`src/sv/line_follower_pid_controller_core_defines.svh`:
```
// Assertion macros for the line follower controller state machine.
`ifndef LINE_FOLLOWER_PID_CONTROLLER_CORE_DEFINES_SVH
`define LINE_FOLLOWER_PID_CONTROLLER_CORE_DEFINES_SVH
// Implication checked on every clock edge outside reset.
`define LFPC_ASSERT_IMP(label, clk, rst_n, pre, post) \
	label: assert property (@(posedge clk) disable iff (!rst_n) (pre) |-> (post)) \
		else $error("assertion failed");
// Implication whose consequent is checked in the cycle after the antecedent.
`define LFPC_ASSERT_NEXT(label, clk, rst_n, pre, post) \
	label: assert property (@(posedge clk) disable iff (!rst_n) (pre) |=> (post)) \
		else $error("assertion failed");
`endif

```
`src/sv/lfpc_pkg.sv`:
```
// Shared types and constants of the line follower controller.
package lfpc_pkg;
	localparam int SAMPLE_BITS = 10;
	localparam int NSENS = 5;
	localparam int NORM_FULL = 1000;
	localparam int ON_LINE_LEVEL = 700;
	localparam int MOTOR_MAX = 80;
	localparam int RECOVER_SPEED = 150;
	localparam int CAL_SPEED = 70;
	localparam int THICK_LIMIT = 22;
	localparam int ERR_W = 13;
	localparam int SUM_W = 24;
	localparam logic [1:0] CMD_CAL_START = 2'd0;
	localparam logic [1:0] CMD_CAL_SAMPLE = 2'd1;
	localparam logic [1:0] CMD_FOLLOW = 2'd2;
	localparam logic [2:0] REG_DARK = 3'd0;
	localparam logic [2:0] REG_THICK = 3'd1;
	localparam logic [2:0] REG_BRAKE = 3'd2;
	localparam logic [2:0] REG_GP = 3'd3;
	localparam logic [2:0] REG_GI = 3'd4;
	localparam logic [2:0] REG_GD = 3'd5;
	localparam logic [2:0] REG_CRUISE = 3'd6;

	typedef struct packed {
		logic dark_line;
		logic [5:0] line_thickness;
		logic brake_enabled;
		logic [15:0] gain_p;
		logic [15:0] gain_i;
		logic [15:0] gain_d;
		logic [7:0] cruise_speed;
	} cfg_t;

	// Controller to datapath commands.
	typedef struct packed {
		logic load;       // capture the input beat
		logic calib;      // apply calibration update
		logic div_start;  // start normalizing sensor sel
		logic [2:0] sel;
		logic norm_store; // store quotient of sensor sel
		logic err_calc;
		logic mul_step;   // one PID product, index sel
		logic finish;     // form result and update state
	} cmd_t;

	typedef struct packed {
		logic div_done;
	} sts_t;

	typedef struct packed {
		logic [7:0] left_speed;
		logic left_reverse;
		logic [7:0] right_speed;
		logic right_reverse;
		logic brake_first;
		logic on_line;
		logic signed [15:0] correction;
	} res_t;
endpackage

```
`src/sv/lfpc_if.sv`:
```
// Valid/ready channel interfaces for items, results and register writes.
interface lfpc_in_if;
	logic valid;
	logic ready;
	logic [1:0] cmd;
	logic [9:0] sample_far_left;
	logic [9:0] sample_left;
	logic [9:0] sample_middle;
	logic [9:0] sample_right;
	logic [9:0] sample_far_right;
	modport source(output valid, cmd, sample_far_left, sample_left, sample_middle,
		sample_right, sample_far_right, input ready);
	modport sink(input valid, cmd, sample_far_left, sample_left, sample_middle,
		sample_right, sample_far_right, output ready);
endinterface

interface lfpc_out_if;
	logic valid;
	logic ready;
	logic [7:0] left_speed;
	logic left_reverse;
	logic [7:0] right_speed;
	logic right_reverse;
	logic brake_first;
	logic on_line;
	logic signed [15:0] correction;
	modport source(output valid, left_speed, left_reverse, right_speed, right_reverse,
		brake_first, on_line, correction, input ready);
	modport sink(input valid, left_speed, left_reverse, right_speed, right_reverse,
		brake_first, on_line, correction, output ready);
endinterface

interface lfpc_cfg_if;
	logic valid;
	logic ready;
	logic [2:0] index;
	logic [15:0] data;
	modport source(output valid, index, data, input ready);
	modport sink(input valid, index, data, output ready);
endinterface

```
`src/sv/lfpc_div.sv`:
```
// Restoring divider: 20-bit dividend by 13-bit divisor, one quotient bit a cycle.
module lfpc_div (
	input  logic        clk,
	input  logic        arst_n,
	input  logic        start,
	input  logic [19:0] dividend,
	input  logic [12:0] divisor,
	output logic        done,
	output logic [19:0] quotient
);
	logic [4:0] cnt_q;
	logic busy_q;
	logic [19:0] quo_q;
	logic [13:0] rem_q;
	logic [12:0] dsr_q;
	logic [14:0] trial;

	assign trial = {rem_q, quo_q[19]} - {2'b00, dsr_q};

	always_ff @(posedge clk or negedge arst_n) begin
		if (!arst_n) begin
			busy_q <= 1'b0;
			cnt_q <= '0;
			done <= 1'b0;
		end else begin
			done <= 1'b0;
			if (start) begin
				busy_q <= 1'b1;
				cnt_q <= 5'd0;
			end else if (busy_q) begin
				cnt_q <= cnt_q + 5'd1;
				if (cnt_q == 5'd19) begin
					busy_q <= 1'b0;
					done <= 1'b1;
				end
			end
		end
	end

	always_ff @(posedge clk) begin
		if (start) begin
			quo_q <= dividend;
			rem_q <= '0;
			dsr_q <= divisor;
		end else if (busy_q) begin
			if (!trial[14]) begin
				rem_q <= trial[13:0];
				quo_q <= {quo_q[18:0], 1'b1};
			end else begin
				rem_q <= {rem_q[12:0], quo_q[19]};
				quo_q <= {quo_q[18:0], 1'b0};
			end
		end
	end

	assign quotient = quo_q;
endmodule

```
`src/sv/lfpc_datapath.sv`:
```
// Datapath: calibration store, normalizing, PID arithmetic and motor result.
module lfpc_datapath (
	input  logic             clk,
	input  logic             arst_n,
	input  lfpc_pkg::cmd_t   cmd,
	output lfpc_pkg::sts_t   sts,
	input  lfpc_pkg::cfg_t   cfg,
	input  logic [1:0]       in_cmd,
	input  logic [9:0]       in_s [lfpc_pkg::NSENS],
	output lfpc_pkg::res_t   res
);
	localparam int SAMPLE_BITS = lfpc_pkg::SAMPLE_BITS;

	logic [SAMPLE_BITS-1:0] smp_q [lfpc_pkg::NSENS];
	logic [SAMPLE_BITS-1:0] min_q [lfpc_pkg::NSENS];
	logic [SAMPLE_BITS-1:0] max_q [lfpc_pkg::NSENS];
	logic [10:0] v_q [lfpc_pkg::NSENS];
	logic [1:0] icmd_q;
	logic signed [lfpc_pkg::ERR_W-1:0] last_err_q, err_q;
	logic signed [lfpc_pkg::SUM_W-1:0] sum_q;
	logic signed [42:0] acc_q;
	logic [7:0] speed_q;
	logic lost_q;
	logic seen_q;

	// Normalizing operands for the selected sensor.
	logic [SAMPLE_BITS-1:0] s_sel, lo_sel, hi_sel;
	logic [SAMPLE_BITS-1:0] dif_mag, rng_mag;
	logic [19:0] dvd;
	logic [12:0] dvs;
	logic [19:0] quo;
	logic range_zero, below, neg_range;

	always_comb begin
		s_sel = smp_q[0]; lo_sel = min_q[0]; hi_sel = max_q[0];
		for (int i = 0; i < lfpc_pkg::NSENS; i++) begin
			if (cmd.sel == 3'(i)) begin
				s_sel = smp_q[i]; lo_sel = min_q[i]; hi_sel = max_q[i];
			end
		end
	end
	assign range_zero = (hi_sel == lo_sel);
	assign below = (s_sel < lo_sel);
	assign neg_range = (hi_sel < lo_sel);
	// The divider works on magnitudes; the two signs decide between zero and the quotient.
	assign dif_mag = below ? (lo_sel - s_sel) : (s_sel - lo_sel);
	assign rng_mag = neg_range ? (lo_sel - hi_sel) : (hi_sel - lo_sel);
	assign dvd = 20'(dif_mag) * 20'(lfpc_pkg::NORM_FULL);
	assign dvs = 13'(rng_mag);

	lfpc_div u_div (
		.clk(clk), .arst_n(arst_n), .start(cmd.div_start),
		.dividend(dvd), .divisor(dvs), .done(sts.div_done), .quotient(quo)
	);

	// A negative quotient clamps to zero, a large one to the full value.
	logic [10:0] v_new;
	always_comb begin
		if (range_zero) v_new = 11'd0;
		else if (below != neg_range) v_new = 11'd0;
		else if (quo > 20'(lfpc_pkg::NORM_FULL)) v_new = 11'(lfpc_pkg::NORM_FULL);
		else v_new = quo[10:0];
	end

	logic on_sel;
	assign on_sel = cfg.dark_line ? (v_new > 11'(lfpc_pkg::ON_LINE_LEVEL))
		: (v_new < 11'(lfpc_pkg::ON_LINE_LEVEL));

	// Error and PID terms.
	logic signed [15:0] e_raw;
	logic signed [lfpc_pkg::ERR_W-1:0] e_fix;
	logic signed [lfpc_pkg::SUM_W+1:0] sum_wide;
	logic signed [lfpc_pkg::SUM_W-1:0] sum_sat;
	always_comb begin
		e_raw = 16'sd3 * $signed({5'd0, v_q[0]}) + $signed({5'd0, v_q[1]})
			- $signed({5'd0, v_q[3]}) - 16'sd3 * $signed({5'd0, v_q[4]});
		if ((cfg.line_thickness > 6'(lfpc_pkg::THICK_LIMIT)) ^ cfg.dark_line) e_raw = -e_raw;
		e_fix = e_raw[lfpc_pkg::ERR_W-1:0];
		sum_wide = 26'(sum_q) + 26'(e_fix);
		if (sum_wide > 26'sd8388607) sum_sat = 24'sd8388607;
		else if (sum_wide < -26'sd8388608) sum_sat = -24'sd8388608;
		else sum_sat = sum_wide[23:0];
	end

	logic signed [24:0] m_a;
	logic signed [16:0] m_b;
	logic signed [41:0] prod;
	always_comb begin
		m_b = $signed({1'b0, cfg.gain_p});
		m_a = 25'(err_q);
		case (cmd.sel)
			3'd1: begin m_b = $signed({1'b0, cfg.gain_i}); m_a = 25'(sum_q); end
			3'd2: begin
				m_b = $signed({1'b0, cfg.gain_d});
				m_a = 25'(err_q) - 25'(last_err_q);
			end
			default: ;
		endcase
		prod = m_a * m_b;
	end

	// The motor mix uses the speed after this step's ramp.
	logic signed [42:0] acc_t;
	logic signed [34:0] q256;
	logic signed [15:0] corr;
	logic signed [15:0] corr_lim;
	logic [7:0] speed_nxt;
	logic signed [10:0] lm, rm;
	logic [7:0] lsp, rsp;
	always_comb begin
		acc_t = acc_q + ((acc_q < 0) ? 43'sd255 : 43'sd0);
		q256 = acc_t[42:8];
		if (q256 > 35'sd32767) corr = 16'sd32767;
		else if (q256 < -35'sd32768) corr = -16'sd32768;
		else corr = q256[15:0];
		speed_nxt = (speed_q < cfg.cruise_speed) ? speed_q + 8'd1 : speed_q;
		corr_lim = corr > 16'sd500 ? 16'sd500 : corr < -16'sd500 ? -16'sd500 : corr;
		lm = $signed({3'b000, speed_nxt}) - 11'(corr_lim);
		rm = $signed({3'b000, speed_nxt}) + 11'(corr_lim);
		lsp = lm < 0 ? 8'd0 : lm > 11'sd80 ? 8'(lfpc_pkg::MOTOR_MAX) : lm[7:0];
		rsp = rm < 0 ? 8'd0 : rm > 11'sd80 ? 8'(lfpc_pkg::MOTOR_MAX) : rm[7:0];
	end

	lfpc_pkg::res_t res_nxt;
	always_comb begin
		res_nxt = '0;
		if (icmd_q == lfpc_pkg::CMD_CAL_START || icmd_q == lfpc_pkg::CMD_CAL_SAMPLE) begin
			res_nxt.left_speed = 8'(lfpc_pkg::CAL_SPEED);
			res_nxt.right_speed = 8'(lfpc_pkg::CAL_SPEED);
			res_nxt.right_reverse = 1'b1;
		end else if (icmd_q == lfpc_pkg::CMD_FOLLOW) begin
			if (seen_q) begin
				res_nxt.left_speed = lsp; res_nxt.right_speed = rsp;
				res_nxt.on_line = 1'b1; res_nxt.correction = corr;
			end else begin
				res_nxt.left_speed = 8'(lfpc_pkg::RECOVER_SPEED);
				res_nxt.right_speed = 8'(lfpc_pkg::RECOVER_SPEED);
				res_nxt.left_reverse = (last_err_q > 0);
				res_nxt.right_reverse = !(last_err_q > 0);
				res_nxt.brake_first = cfg.brake_enabled && !lost_q;
			end
		end
	end

	always_ff @(posedge clk or negedge arst_n) begin
		if (!arst_n) begin
			for (int i = 0; i < lfpc_pkg::NSENS; i++) begin
				min_q[i] <= '0; max_q[i] <= '0;
			end
			last_err_q <= '0; sum_q <= '0; speed_q <= 8'd60; lost_q <= 1'b0;
			seen_q <= 1'b0;
		end else begin
			if (cmd.calib) begin
				for (int i = 0; i < lfpc_pkg::NSENS; i++) begin
					if (icmd_q == lfpc_pkg::CMD_CAL_START) begin
						min_q[i] <= smp_q[i]; max_q[i] <= smp_q[i];
					end else begin
						if (smp_q[i] < min_q[i]) min_q[i] <= smp_q[i];
						if (smp_q[i] > max_q[i]) max_q[i] <= smp_q[i];
					end
				end
			end
			if (cmd.load) seen_q <= 1'b0;
			if (cmd.norm_store && on_sel) seen_q <= 1'b1;
			if (cmd.err_calc && seen_q) sum_q <= sum_sat;
			if (cmd.finish && icmd_q == lfpc_pkg::CMD_FOLLOW) begin
				speed_q <= speed_nxt;
				if (seen_q) begin
					last_err_q <= err_q; lost_q <= 1'b0;
				end else lost_q <= 1'b1;
			end
		end
	end

	always_ff @(posedge clk) begin
		if (cmd.load) begin
			icmd_q <= in_cmd;
			for (int i = 0; i < lfpc_pkg::NSENS; i++) smp_q[i] <= in_s[i][SAMPLE_BITS-1:0];
		end
		if (cmd.norm_store)
			for (int i = 0; i < lfpc_pkg::NSENS; i++)
				if (cmd.sel == 3'(i)) v_q[i] <= v_new;
		if (cmd.err_calc) begin
			err_q <= e_fix; acc_q <= '0;
		end
		if (cmd.mul_step) acc_q <= acc_q + 43'(prod);
		if (cmd.finish) res <= res_nxt;
	end
endmodule

```
`src/sv/lfpc_ctrl.sv`:
```
// Controller state machine sequencing one item through the datapath.
`include "line_follower_pid_controller_core_defines.svh"
module lfpc_ctrl (
	input  logic           clk,
	input  logic           arst_n,
	input  logic           in_valid,
	output logic           in_ready,
	input  logic [1:0]     in_cmd,
	output logic           out_valid,
	input  logic           out_ready,
	output lfpc_pkg::cmd_t cmd,
	input  lfpc_pkg::sts_t sts
);
	typedef enum logic [6:0] {
		S_IDLE = 7'b0000001, S_DECIDE = 7'b0000010, S_DIV = 7'b0000100,
		S_ERR = 7'b0001000, S_MUL = 7'b0010000, S_FIN = 7'b0100000,
		S_OUT = 7'b1000000
	} state_t;
	state_t state_q;
	logic [2:0] sel_q;
	logic [1:0] icmd_q;
	logic started_q;

	always_comb begin
		cmd = '0;
		cmd.sel = sel_q;
		cmd.load = (state_q == S_IDLE) && in_valid;
		unique case (state_q)
			S_DECIDE: cmd.calib = (icmd_q == lfpc_pkg::CMD_CAL_START)
				|| (icmd_q == lfpc_pkg::CMD_CAL_SAMPLE);
			S_DIV: begin
				cmd.div_start = !started_q;
				cmd.norm_store = sts.div_done;
			end
			S_ERR: cmd.err_calc = 1'b1;
			S_MUL: cmd.mul_step = 1'b1;
			S_FIN: cmd.finish = 1'b1;
			default: ;
		endcase
	end
	assign in_ready = (state_q == S_IDLE);
	assign out_valid = (state_q == S_OUT);

	always_ff @(posedge clk or negedge arst_n) begin
		if (!arst_n) begin
			state_q <= S_IDLE; sel_q <= '0; icmd_q <= '0; started_q <= 1'b0;
		end else begin
			unique case (state_q)
				S_IDLE: if (in_valid) begin
					icmd_q <= in_cmd; state_q <= S_DECIDE;
				end
				S_DECIDE: begin
					sel_q <= '0; started_q <= 1'b0;
					state_q <= (icmd_q == lfpc_pkg::CMD_FOLLOW) ? S_DIV : S_FIN;
				end
				S_DIV: begin
					started_q <= 1'b1;
					if (sts.div_done) begin
						started_q <= 1'b0;
						if (sel_q == 3'(lfpc_pkg::NSENS - 1)) begin
							sel_q <= '0; state_q <= S_ERR;
						end else sel_q <= sel_q + 3'd1;
					end
				end
				S_ERR: state_q <= S_MUL;
				S_MUL: if (sel_q == 3'd2) begin
					sel_q <= '0; state_q <= S_FIN;
				end else sel_q <= sel_q + 3'd1;
				S_FIN: state_q <= S_OUT;
				S_OUT: if (out_ready) state_q <= S_IDLE;
				default: state_q <= S_IDLE;
			endcase
		end
	end

	`LFPC_ASSERT_IMP(a_ready_idle, clk, arst_n, in_ready, !out_valid)
	`LFPC_ASSERT_NEXT(a_fin_out, clk, arst_n, cmd.finish, out_valid)
	`LFPC_ASSERT_IMP(a_sel_range, clk, arst_n, state_q == S_DIV, sel_q < 3'(lfpc_pkg::NSENS))
endmodule

```
`src/sv/line_follower_pid_controller_core.sv`:
```
// Calibration and undefined items pass S_DECIDE and S_FIN before the result is valid.
// Follow items also pass S_DIV, with five normalizing divisions on one divider, S_ERR and S_MUL.
// One item at a time: the next beat is taken only once the result beat leaves, and
// config writes are always accepted.
// Reset: asynchronous arst_n restores register defaults, clears calibration limits,
// error history and lost state, and sets the current speed to 60.
module line_follower_pid_controller_core (
	input logic clk,
	input logic arst_n,
	lfpc_in_if.sink in_ch,
	lfpc_out_if.source out_ch,
	lfpc_cfg_if.sink cfg_ch
);
	lfpc_pkg::cfg_t cfg_q;
	lfpc_pkg::cmd_t cmd;
	lfpc_pkg::sts_t sts;
	lfpc_pkg::res_t res;
	logic [9:0] smp [lfpc_pkg::NSENS];

	// Register writes are taken in any cycle.
	assign cfg_ch.ready = 1'b1;
	always_ff @(posedge clk or negedge arst_n) begin
		if (!arst_n) begin
			cfg_q <= '{dark_line: 1'b1, line_thickness: 6'd25, brake_enabled: 1'b0,
				gain_p: 16'd31, gain_i: 16'd0, gain_d: 16'd384, cruise_speed: 8'd60};
		end else if (cfg_ch.valid) begin
			unique case (cfg_ch.index)
				lfpc_pkg::REG_DARK: cfg_q.dark_line <= cfg_ch.data[0];
				lfpc_pkg::REG_THICK: cfg_q.line_thickness <= cfg_ch.data[5:0];
				lfpc_pkg::REG_BRAKE: cfg_q.brake_enabled <= cfg_ch.data[0];
				lfpc_pkg::REG_GP: cfg_q.gain_p <= cfg_ch.data;
				lfpc_pkg::REG_GI: cfg_q.gain_i <= cfg_ch.data;
				lfpc_pkg::REG_GD: cfg_q.gain_d <= cfg_ch.data;
				lfpc_pkg::REG_CRUISE: cfg_q.cruise_speed <= cfg_ch.data[7:0];
				default: ;
			endcase
		end
	end

	assign smp[0] = in_ch.sample_far_left;
	assign smp[1] = in_ch.sample_left;
	assign smp[2] = in_ch.sample_middle;
	assign smp[3] = in_ch.sample_right;
	assign smp[4] = in_ch.sample_far_right;

	// The controller sequences each beat; the datapath does all arithmetic.
	lfpc_ctrl u_ctrl (
		.clk(clk), .arst_n(arst_n), .in_valid(in_ch.valid), .in_ready(in_ch.ready),
		.in_cmd(in_ch.cmd), .out_valid(out_ch.valid), .out_ready(out_ch.ready),
		.cmd(cmd), .sts(sts)
	);

	lfpc_datapath u_dp (
		.clk(clk), .arst_n(arst_n), .cmd(cmd), .sts(sts), .cfg(cfg_q),
		.in_cmd(in_ch.cmd), .in_s(smp), .res(res)
	);

	// Result fields are held in the datapath until the result beat is taken.
	assign out_ch.left_speed = res.left_speed;
	assign out_ch.left_reverse = res.left_reverse;
	assign out_ch.right_speed = res.right_speed;
	assign out_ch.right_reverse = res.right_reverse;
	assign out_ch.brake_first = res.brake_first;
	assign out_ch.on_line = res.on_line;
	assign out_ch.correction = res.correction;
endmodule

```
`src/flat_wrapper.sv`:
```
// flat-port wrapper written by rule: the top's interface ports become plain ports
module line_follower_pid_controller_core_flat 
  (clk, arst_n, in_ch_valid, in_ch_cmd, in_ch_sample_far_left, in_ch_sample_left, in_ch_sample_middle, in_ch_sample_right, in_ch_sample_far_right, in_ch_ready, out_ch_valid, out_ch_left_speed, out_ch_left_reverse, out_ch_right_speed, out_ch_right_reverse, out_ch_brake_first, out_ch_on_line, out_ch_correction, out_ch_ready, cfg_ch_valid, cfg_ch_index, cfg_ch_data, cfg_ch_ready);
  lfpc_in_if in_ch_i ();
  lfpc_out_if out_ch_i ();
  lfpc_cfg_if cfg_ch_i ();
  input logic clk;
  input logic arst_n;
  input wire logic [$bits(in_ch_i.valid)-1:0] in_ch_valid;
  input wire logic [$bits(in_ch_i.cmd)-1:0] in_ch_cmd;
  input wire logic [$bits(in_ch_i.sample_far_left)-1:0] in_ch_sample_far_left;
  input wire logic [$bits(in_ch_i.sample_left)-1:0] in_ch_sample_left;
  input wire logic [$bits(in_ch_i.sample_middle)-1:0] in_ch_sample_middle;
  input wire logic [$bits(in_ch_i.sample_right)-1:0] in_ch_sample_right;
  input wire logic [$bits(in_ch_i.sample_far_right)-1:0] in_ch_sample_far_right;
  output wire logic [$bits(in_ch_i.ready)-1:0] in_ch_ready;
  output wire logic [$bits(out_ch_i.valid)-1:0] out_ch_valid;
  output wire logic [$bits(out_ch_i.left_speed)-1:0] out_ch_left_speed;
  output wire logic [$bits(out_ch_i.left_reverse)-1:0] out_ch_left_reverse;
  output wire logic [$bits(out_ch_i.right_speed)-1:0] out_ch_right_speed;
  output wire logic [$bits(out_ch_i.right_reverse)-1:0] out_ch_right_reverse;
  output wire logic [$bits(out_ch_i.brake_first)-1:0] out_ch_brake_first;
  output wire logic [$bits(out_ch_i.on_line)-1:0] out_ch_on_line;
  output wire logic [$bits(out_ch_i.correction)-1:0] out_ch_correction;
  input wire logic [$bits(out_ch_i.ready)-1:0] out_ch_ready;
  input wire logic [$bits(cfg_ch_i.valid)-1:0] cfg_ch_valid;
  input wire logic [$bits(cfg_ch_i.index)-1:0] cfg_ch_index;
  input wire logic [$bits(cfg_ch_i.data)-1:0] cfg_ch_data;
  output wire logic [$bits(cfg_ch_i.ready)-1:0] cfg_ch_ready;
  assign in_ch_i.valid = in_ch_valid;
  assign in_ch_i.cmd = in_ch_cmd;
  assign in_ch_i.sample_far_left = in_ch_sample_far_left;
  assign in_ch_i.sample_left = in_ch_sample_left;
  assign in_ch_i.sample_middle = in_ch_sample_middle;
  assign in_ch_i.sample_right = in_ch_sample_right;
  assign in_ch_i.sample_far_right = in_ch_sample_far_right;
  assign in_ch_ready = in_ch_i.ready;
  assign out_ch_valid = out_ch_i.valid;
  assign out_ch_left_speed = out_ch_i.left_speed;
  assign out_ch_left_reverse = out_ch_i.left_reverse;
  assign out_ch_right_speed = out_ch_i.right_speed;
  assign out_ch_right_reverse = out_ch_i.right_reverse;
  assign out_ch_brake_first = out_ch_i.brake_first;
  assign out_ch_on_line = out_ch_i.on_line;
  assign out_ch_correction = out_ch_i.correction;
  assign out_ch_i.ready = out_ch_ready;
  assign cfg_ch_i.valid = cfg_ch_valid;
  assign cfg_ch_i.index = cfg_ch_index;
  assign cfg_ch_i.data = cfg_ch_data;
  assign cfg_ch_ready = cfg_ch_i.ready;
  line_follower_pid_controller_core u_core (.clk(clk), .arst_n(arst_n), .in_ch(in_ch_i), .out_ch(out_ch_i), .cfg_ch(cfg_ch_i));
endmodule
```
`config.mk`:
```
export PLATFORM = sky130hd
export DESIGN_NAME = line_follower_pid_controller_core_flat
export DESIGN_NICKNAME = d
export VERILOG_FILES = /design/src/sv/lfpc_pkg.sv /design/src/sv/lfpc_if.sv /design/src/sv/lfpc_div.sv /design/src/sv/lfpc_datapath.sv /design/src/sv/lfpc_ctrl.sv /design/src/sv/line_follower_pid_controller_core.sv /design/src/flat_wrapper.sv
export VERILOG_INCLUDE_DIRS = /design/src /design/src/sv
export SDC_FILE = /design/constraint.sdc
export NUM_CORES = 2
export LEC_CHECK = 0
export BUFFER_PORTS_ARGS = -buffer_cell sky130_fd_sc_hd__buf_2
export CAP_MARGIN = 20
export CORE_UTILIZATION = 50
export DETAILED_ROUTE_END_ITERATION = 10
export PLACE_DENSITY = 0.7
export SYNTH_ARGS = -nofsm -noshare
export SYNTH_HDL_FRONTEND = slang
export SYNTH_SLANG_ARGS = --single-unit
export TNS_END_PERCENT = 30
```
`constraint.sdc`:
```
create_clock -name clk -period 8.9 [get_ports clk]
set_input_delay 0.445 -clock clk [delete_from_list [all_inputs] [get_ports clk]]
set_output_delay 0.445 -clock clk [all_outputs]
set_load 0.02 [all_outputs]
```
* After elaboration in Yosys (flattened, before gate mapping)
Memory sizes are Yosys's and may differ from the RTL's.
Index checks and enable logic that the tools add are counted.
** Cells by class
- $add $sub $neg :: 18
- Multipliers :: 4
- Div/mod/pow operators :: 0
- $lt $le $gt $ge :: 29
- Equality and inequality tests :: 29
- Shifts and indexed selects :: 0
- Muxes and demuxes :: 124
- Bitwise gates (word level) :: 3
- Reduce and logical (&&, ||, !) cells :: 59
** Operator list (count)
- 10-bit two-way mux :: 34
- 11-bit two-way mux :: 9
- 43-bit two-way mux :: 2
- 10-bit less-than comparator :: 7
- 8-bit two-way mux :: 8
- 10-bit greater-than comparator :: 5
- 25-bit one-hot mux with 2 select lines :: 1
- 7-bit one-hot mux with 7 select lines :: 1
- 24-bit two-way mux :: 2
- 11-bit OR reduction :: 4
- 43-bit by 42-bit adder with 43-bit output :: 1
- 43-bit by 9-bit adder with 43-bit output :: 1
- 43-bit by 1-bit less-than comparator with 1-bit output, second input constant :: 1
- 25-bit by 17-bit multiplier with 42-bit output :: 1
- 1-bit two-way mux :: 40
- 20-bit two-way mux :: 2
- 2-bit AND reduction :: 20
- 10-bit subtractor :: 4
- 35-bit by 16-bit greater-than comparator with 1-bit output, second input constant :: 1
- 35-bit by 16-bit less-than comparator with 1-bit output, second input constant :: 1
- 35-bit two-way mux :: 1
- 7-bit two-way mux :: 5
- 16-bit two-way mux :: 2
- 16-bit one-hot mux with 2 select lines :: 1
- 65 further kinds :: 112
** Word-level totals
- Register bits after elaboration :: 369
- Latch bits :: 0
- Bits in writable memories :: 105
- Bits in read-only memories :: 0
- Input port bits :: 76
- Output and inout port bits :: 39
- Word-level logic and storage cells :: 315
- Memories kept :: 2
** Memories
- u_core.u_dp.v_q :: words 5, bits a word 11, rd ports 4, clocked after Yosys merged registers in 0, wr ports 1, RTL line lfpc_datapath.sv:17 : logic [10:0] v_q [lfpc_pkg::NSENS];
- u_core.u_dp.smp_q :: words 5, bits a word 10, rd ports 5, clocked after Yosys merged registers in 0, wr ports 5, RTL line lfpc_datapath.sv:14 : logic [SAMPLE_BITS-1:0] smp_q [lfpc_pkg::NSENS];

* Longest topological paths before layout
- Depth in word-level cells :: 15
- Gate-level depth with buffers :: 43
- Depth with buffers taken out :: 39

* Hierarchy
A second synthesis with hierarchy kept.
** Unflattened totals
- Cell total of the unflattened synthesis :: 4712
- Area, all modules :: 46967.5 µm²
** By module, submodules not included
- lfpc_datapath :: times used 1, cells an instance 4231, area an instance 40780.4 µm², sequential area each 9328.9 µm²
- lfpc_div :: times used 1, cells an instance 252, area an instance 2870.3 µm², sequential area each 1446.4 µm²
- line_follower_pid_controller_core :: times used 1, cells an instance 143, area an instance 2517.4 µm², sequential area each 1620.3 µm²
- lfpc_ctrl :: times used 1, cells an instance 86, area an instance 799.5 µm², sequential area each 326.6 µm²

* Worst setup path before layout
Ideal clock, no wire load.
- Path kind :: reg-to-reg
- Start :: register u_core.u_dp.err_q[0] (netlist name)
- End :: register u_core.u_dp.acc_q[41] (data pin)
- Library setup time :: 0.269 ns
- Arrival time :: 9.042 ns
- Data required time :: 8.631 ns
- Path slack :: -0.411 ns
- Stages on the path, launching flop included :: 38
- Clock period less this slack :: 9.311 ns
- Cells stage by stage :: edfxtp_1 > inv_1 > ha_1 > inv_1 > fa_1 > a21o_1 > a21oi_1 > o21ai_0 > a21oi_1 > o21ai_0 > a21oi_1 > o21ai_0 > a2111oi_0 > nor4_1 > o31ai_1 > clkbuf_1 > nand2_1 > fa_1 > [2 not listed] > inv_1 > fa_1 > fa_1 > fa_1 > inv_1 > fa_1 > ha_1 > and4_1 > and2_1 > a22oi_1 > nand3_1 > a21oi_1 > a21oi_1 > a311oi_1 > o21bai_1 > a21o_1 > a211oi_1 > nor3_1
** On the way
- Longest elaborated chain between the ends :: 5
** Ends and longest elaborated chain
- start, declared :: RTL line lfpc_datapath.sv:19 : logic signed [lfpc_pkg::ERR_W-1:0] last_err_q, err_q;
- start signal, assigned :: RTL line lfpc_datapath.sv:184 : err_q <= e_fix; acc_q <= '0;
- 13-bit by 13-bit subtractor with 14-bit output :: RTL line lfpc_datapath.sv:95 : m_a = 25'(err_q) - 25'(last_err_q);
- 25-bit one-hot mux with 2 select lines * :: RTL line lfpc_datapath.sv:91 : case (cmd.sel)
- 25-bit by 17-bit multiplier with 42-bit output * :: RTL line lfpc_datapath.sv:99 : prod = m_a * m_b;
- 43-bit by 42-bit adder with 43-bit output * :: RTL line lfpc_datapath.sv:186 : if (cmd.mul_step) acc_q <= acc_q + 43'(prod);
- 43-bit two-way mux * :: RTL line lfpc_datapath.sv:186
- end signal, assigned :: RTL line lfpc_datapath.sv:186
- end, declared :: RTL line lfpc_datapath.sv:21 : logic signed [42:0] acc_q;
Every way passes the cells marked *; elsewhere a longest branch is shown, timed or not.
A chain may end at the register's enable or synchronous reset.

* Worst setup path in the final report
- Start :: register u_core.u_dp.err_q[0] (netlist name)
- End :: register u_core.u_dp.acc_q[38] (data pin)
The elaborated chain is that of the path after synthesis.

==> metrics.md <==
| Metric | Value |
|---|---|
| Hold crit path type | `in2reg` |
| GRT overflow | `0` |
| Hpwl dp | `95,200 um` |
| CTS clk-pin slew, worst paths | `0.08 ns` |
| Tightest Pin Transition | `1.15 ns` |
| Syn Inst Count | `4,767` |
| Final Max Slew Viols | `0` |
| Ys flop type | `edfxtp_1` |
| Number of fill cells in the layout | `7,866` |
| Synth Area in XOR/XNOR | `3.18%` |
| Worst skew pair latency | `0.65 ns` |
| Worst Hold Depth | `2` |
| Crit path kind | `reg2reg` |
| Slew Limit Headroom | `22.3%` |
| Clock Tree Buf Depth | `3` |
| Via count | `35,000` |
| Post-synth EDFFs | `215` |
| Mapped Avg Cell Area | `9.76 sq um` |
| RSZ-0062 raised after global routing | `true` |
| Finish-stage setup viols | `0` |
| First-pass GRT wire length | `193,000 um` |
| Crit share post-route | `98.3%` |
| Fin nets | `6,063` |
| Initial antenna violation count | `6` |
| CTS tree | `done` |
| Vias in the first global route | `36,600` |
| Master of the slowest instance on the critical path | `fa_1` |
| DIE WIDTH | `307 um` |
| Drt wl/cell | `18.6 um` |
| Synth area leader | `fa_1` |
| Layout cell share with drive strength beyond 1 | `15.5%` |
| Maximum clock frequency | `0.114 GHz` |
| Compound-cell area share of the yosys netlist | `11.6%` |
| CP peak stage delay | `0.54 ns` |
| FF+latch count, synth | `463` |
| CP top delay family | `adder cells` |
| Starting density of the core | `50.6%` |
| Port Buf Inserts | `113` |
| Worst path depth | `39` |
| Critical path endpoint category | `flip-flop` |
| R2r worst-path depth | `39` |
| Share of the synthesized area in the top cell type | `22.5%` |
| Initial drt markers | `2,148` |
| Clock skew | `0.0465 ns` |
| Synth Area in Adders | `33.1%` |
| Crit path DAT | `9.10 ns` |
| Commonest non-fill, non-tap cell in the layout | `inv_1` |
| GRT Util Overall | `25.7%` |
| Max Cap Viol | `0` |
| Highest-count cells in the layout ignoring fill and taps | `809 x inv_1, 517 x fa_1, 423 x nand2_1, 366 x nor2_1, 365 x ha_1` |
| Pin count of the biggest net entering global routing | `92` |
| H-Tree Depth | `2` |
| Synthesized area | `0.0465 sq mm` |
| Critical Path RT | `9.26 ns` |
| IO Pins | `115` |
| Final Hold Fails | `0` |
| RePlAce Congestion | `0.957` |
| Asr flop ratio synth | `49.9%` |
| CP bufs+invs | `9` |
| Simple-gate portion of the synthesized area | `11.6%` |
| Number of CTS-inserted buffers | `52` |
| Combinational family with the most area after synthesis | `adder cells` |
| Synth Warn # | `0` |
| CP Launch Type | `flip-flop` |
| Row count | `111` |
| Residual DRC | `0` |
| P&R area growth vs syn | `13.5%` |
| Die height | `307 um` |
| Number of library cell types mapped by synthesis | `92` |
| Outcome | `finished, final reports clean` |
| DRT Wirelength | `118,000 um` |
| Antenna-violating nets left | `0` |
| Core outline area | `0.0919 sq mm` |
| Min cycle time layout | `8.75 ns` |
| DIE AREA | `0.0943 sq mm` |
| Vias per cell | `5.48` |
| Worst hold slack | `0.0591 ns` |
| Clock Root Buffer | `clkbuf_16` |
| Clk sink count | `463` |
| Mux cell area share after synthesis | `5.62%` |
| Pre-antenna DRT Iters | `6` |
| Register area share after synthesis | `27.1%` |
| Top cells by area, synth | `fa_1 22%, edfxtp_1 14%, dfrtp_1 11%` |
| CP Max Fanout | `7` |
-- final cells by class --
| class | count | area (sq um) | area share (%) |
|---|---|---|---|
| well taps | 1243 | 1560 | 2.94 |
| flip-flops and latches | 463 | 12600 | 23.9 |
| inverters | 822 | 3090 | 5.84 |
| repair buffers | 416 | 3050 | 5.78 |
| clock inverters | 31 | 267 | 0.505 |
| diodes | 4 | 10.0 | 0.0190 |
| multi-input cells | 3331 | 30800 | 58.4 |
| clock buffers | 67 | 1420 | 2.69 |
-- per-layer routing --
layer | part of all wire [%] | up-vias | track usage [%]
met5 | 0.023 | - | 0
met4 | 4.1 | 4 | 10.2
met3 | 5.5 | 268 | 3.49
met2 | 49 | 1013 | 44.4
met1 | 41 | 17300 | 32.5
li1 | - | 16400 | -
-- state kept, by name, summed over array words and instances, names as in the netlist, 20 cells and up --
name	cells
u_core.cfg_q	64
u_core.u_dp.max_q	50
u_core.u_dp.min_q	50
u_core.u_dp.smp_q	50
u_core.u_dp.v_q	44
u_core.u_dp.acc_q	43
u_core.u_dp.res	36
u_core.u_dp.sum_q	24
u_core.u_dp.u_div.quotient	20
-- timing repair --
item | 4_1_cts | 5_1_grt
hold buffers | 51 | 0
endpoints found under the setup margin | 13 | 22
setup buffers | 8 | 7
pin swaps | 22 | 74
gates resized for setup | 25 | 93
endpoints found under the hold margin | 139 | 0
-- worst paths after layout --
kind / from / end / slack (ns)
worst max register to register: u_core.u_dp.err_q[0] / u_core.u_dp.acc_q[38] / 0.15
worst min-delay path: out_ch_ready / u_core.u_ctrl.state_q[6] / 0.06
worst max-delay path: u_core.u_dp.err_q[0] / u_core.u_dp.acc_q[38] / 0.15
max in group asynchronous: arst_n / u_core.u_ctrl.sel_q[2] / 6.91
min in group asynchronous: arst_n / u_core.u_dp.min_q[11] / 0.39
worst min register to register: u_core.u_ctrl.started_q / u_core.u_ctrl.started_q / 0.48
-- synthesized netlist by cell type (23+ instances only) --
library cell	count
nand3_1	55
o21ai_0	172
and2_1	27
mux2_2	178
ha_1	378
o21bai_1	23
a22oi_1	37
o21a_1	65
xor2_1	55
a21oi_1	190
dfrtp_1	211
inv_1	820
nor2_1	368
edfxtp_1	215
nor3_1	63
nor2b_1	47
xnor2_1	114
nand4_1	38
nand2_1	430
nand2b_1	35
fa_1	523
mux2i_1	61
a21o_1	114
a211oi_1	29
clkbuf_1	141
-- metrics by stage --
| stage | setup slack (ns) | setup TNS (ns) | area (sq um) | cells | utilization [%] |
|---|---|---|---|---|---|
| finish | 0.153 | 0 | 52800 | 6377 | 57.4 |
| floorplan | -0.0323 | -0.0323 | 46600 | 4770 | - |
| global placement | -0.310 | -1.31 | 49900 | 6205 | 54.3 |
| global route | -0.295 | -2.16 | 52800 | 6377 | 57.4 |
| detailed placement | -0.435 | -2.58 | 49900 | 6206 | 54.3 |
| CTS | 0.0127 | 0 | 52300 | 6363 | 56.9 |
-- cells by family (layout without fill, tap and decap cells) --
logic type / count (synthesis) / in the layout
mux: 239 / 239
simple gates: 1183 / 1183
buf+inv: 976 / 1336
fa+ha+maj: 919 / 919
xor+xnor: 169 / 169
flops: 463 / 463
other cells: 2 / 9
compound gates: 816 / 816
Power is left out: the tool's default activity adds up to more than one toggle a clock period on the data nets, which glitch-free logic cannot reach.
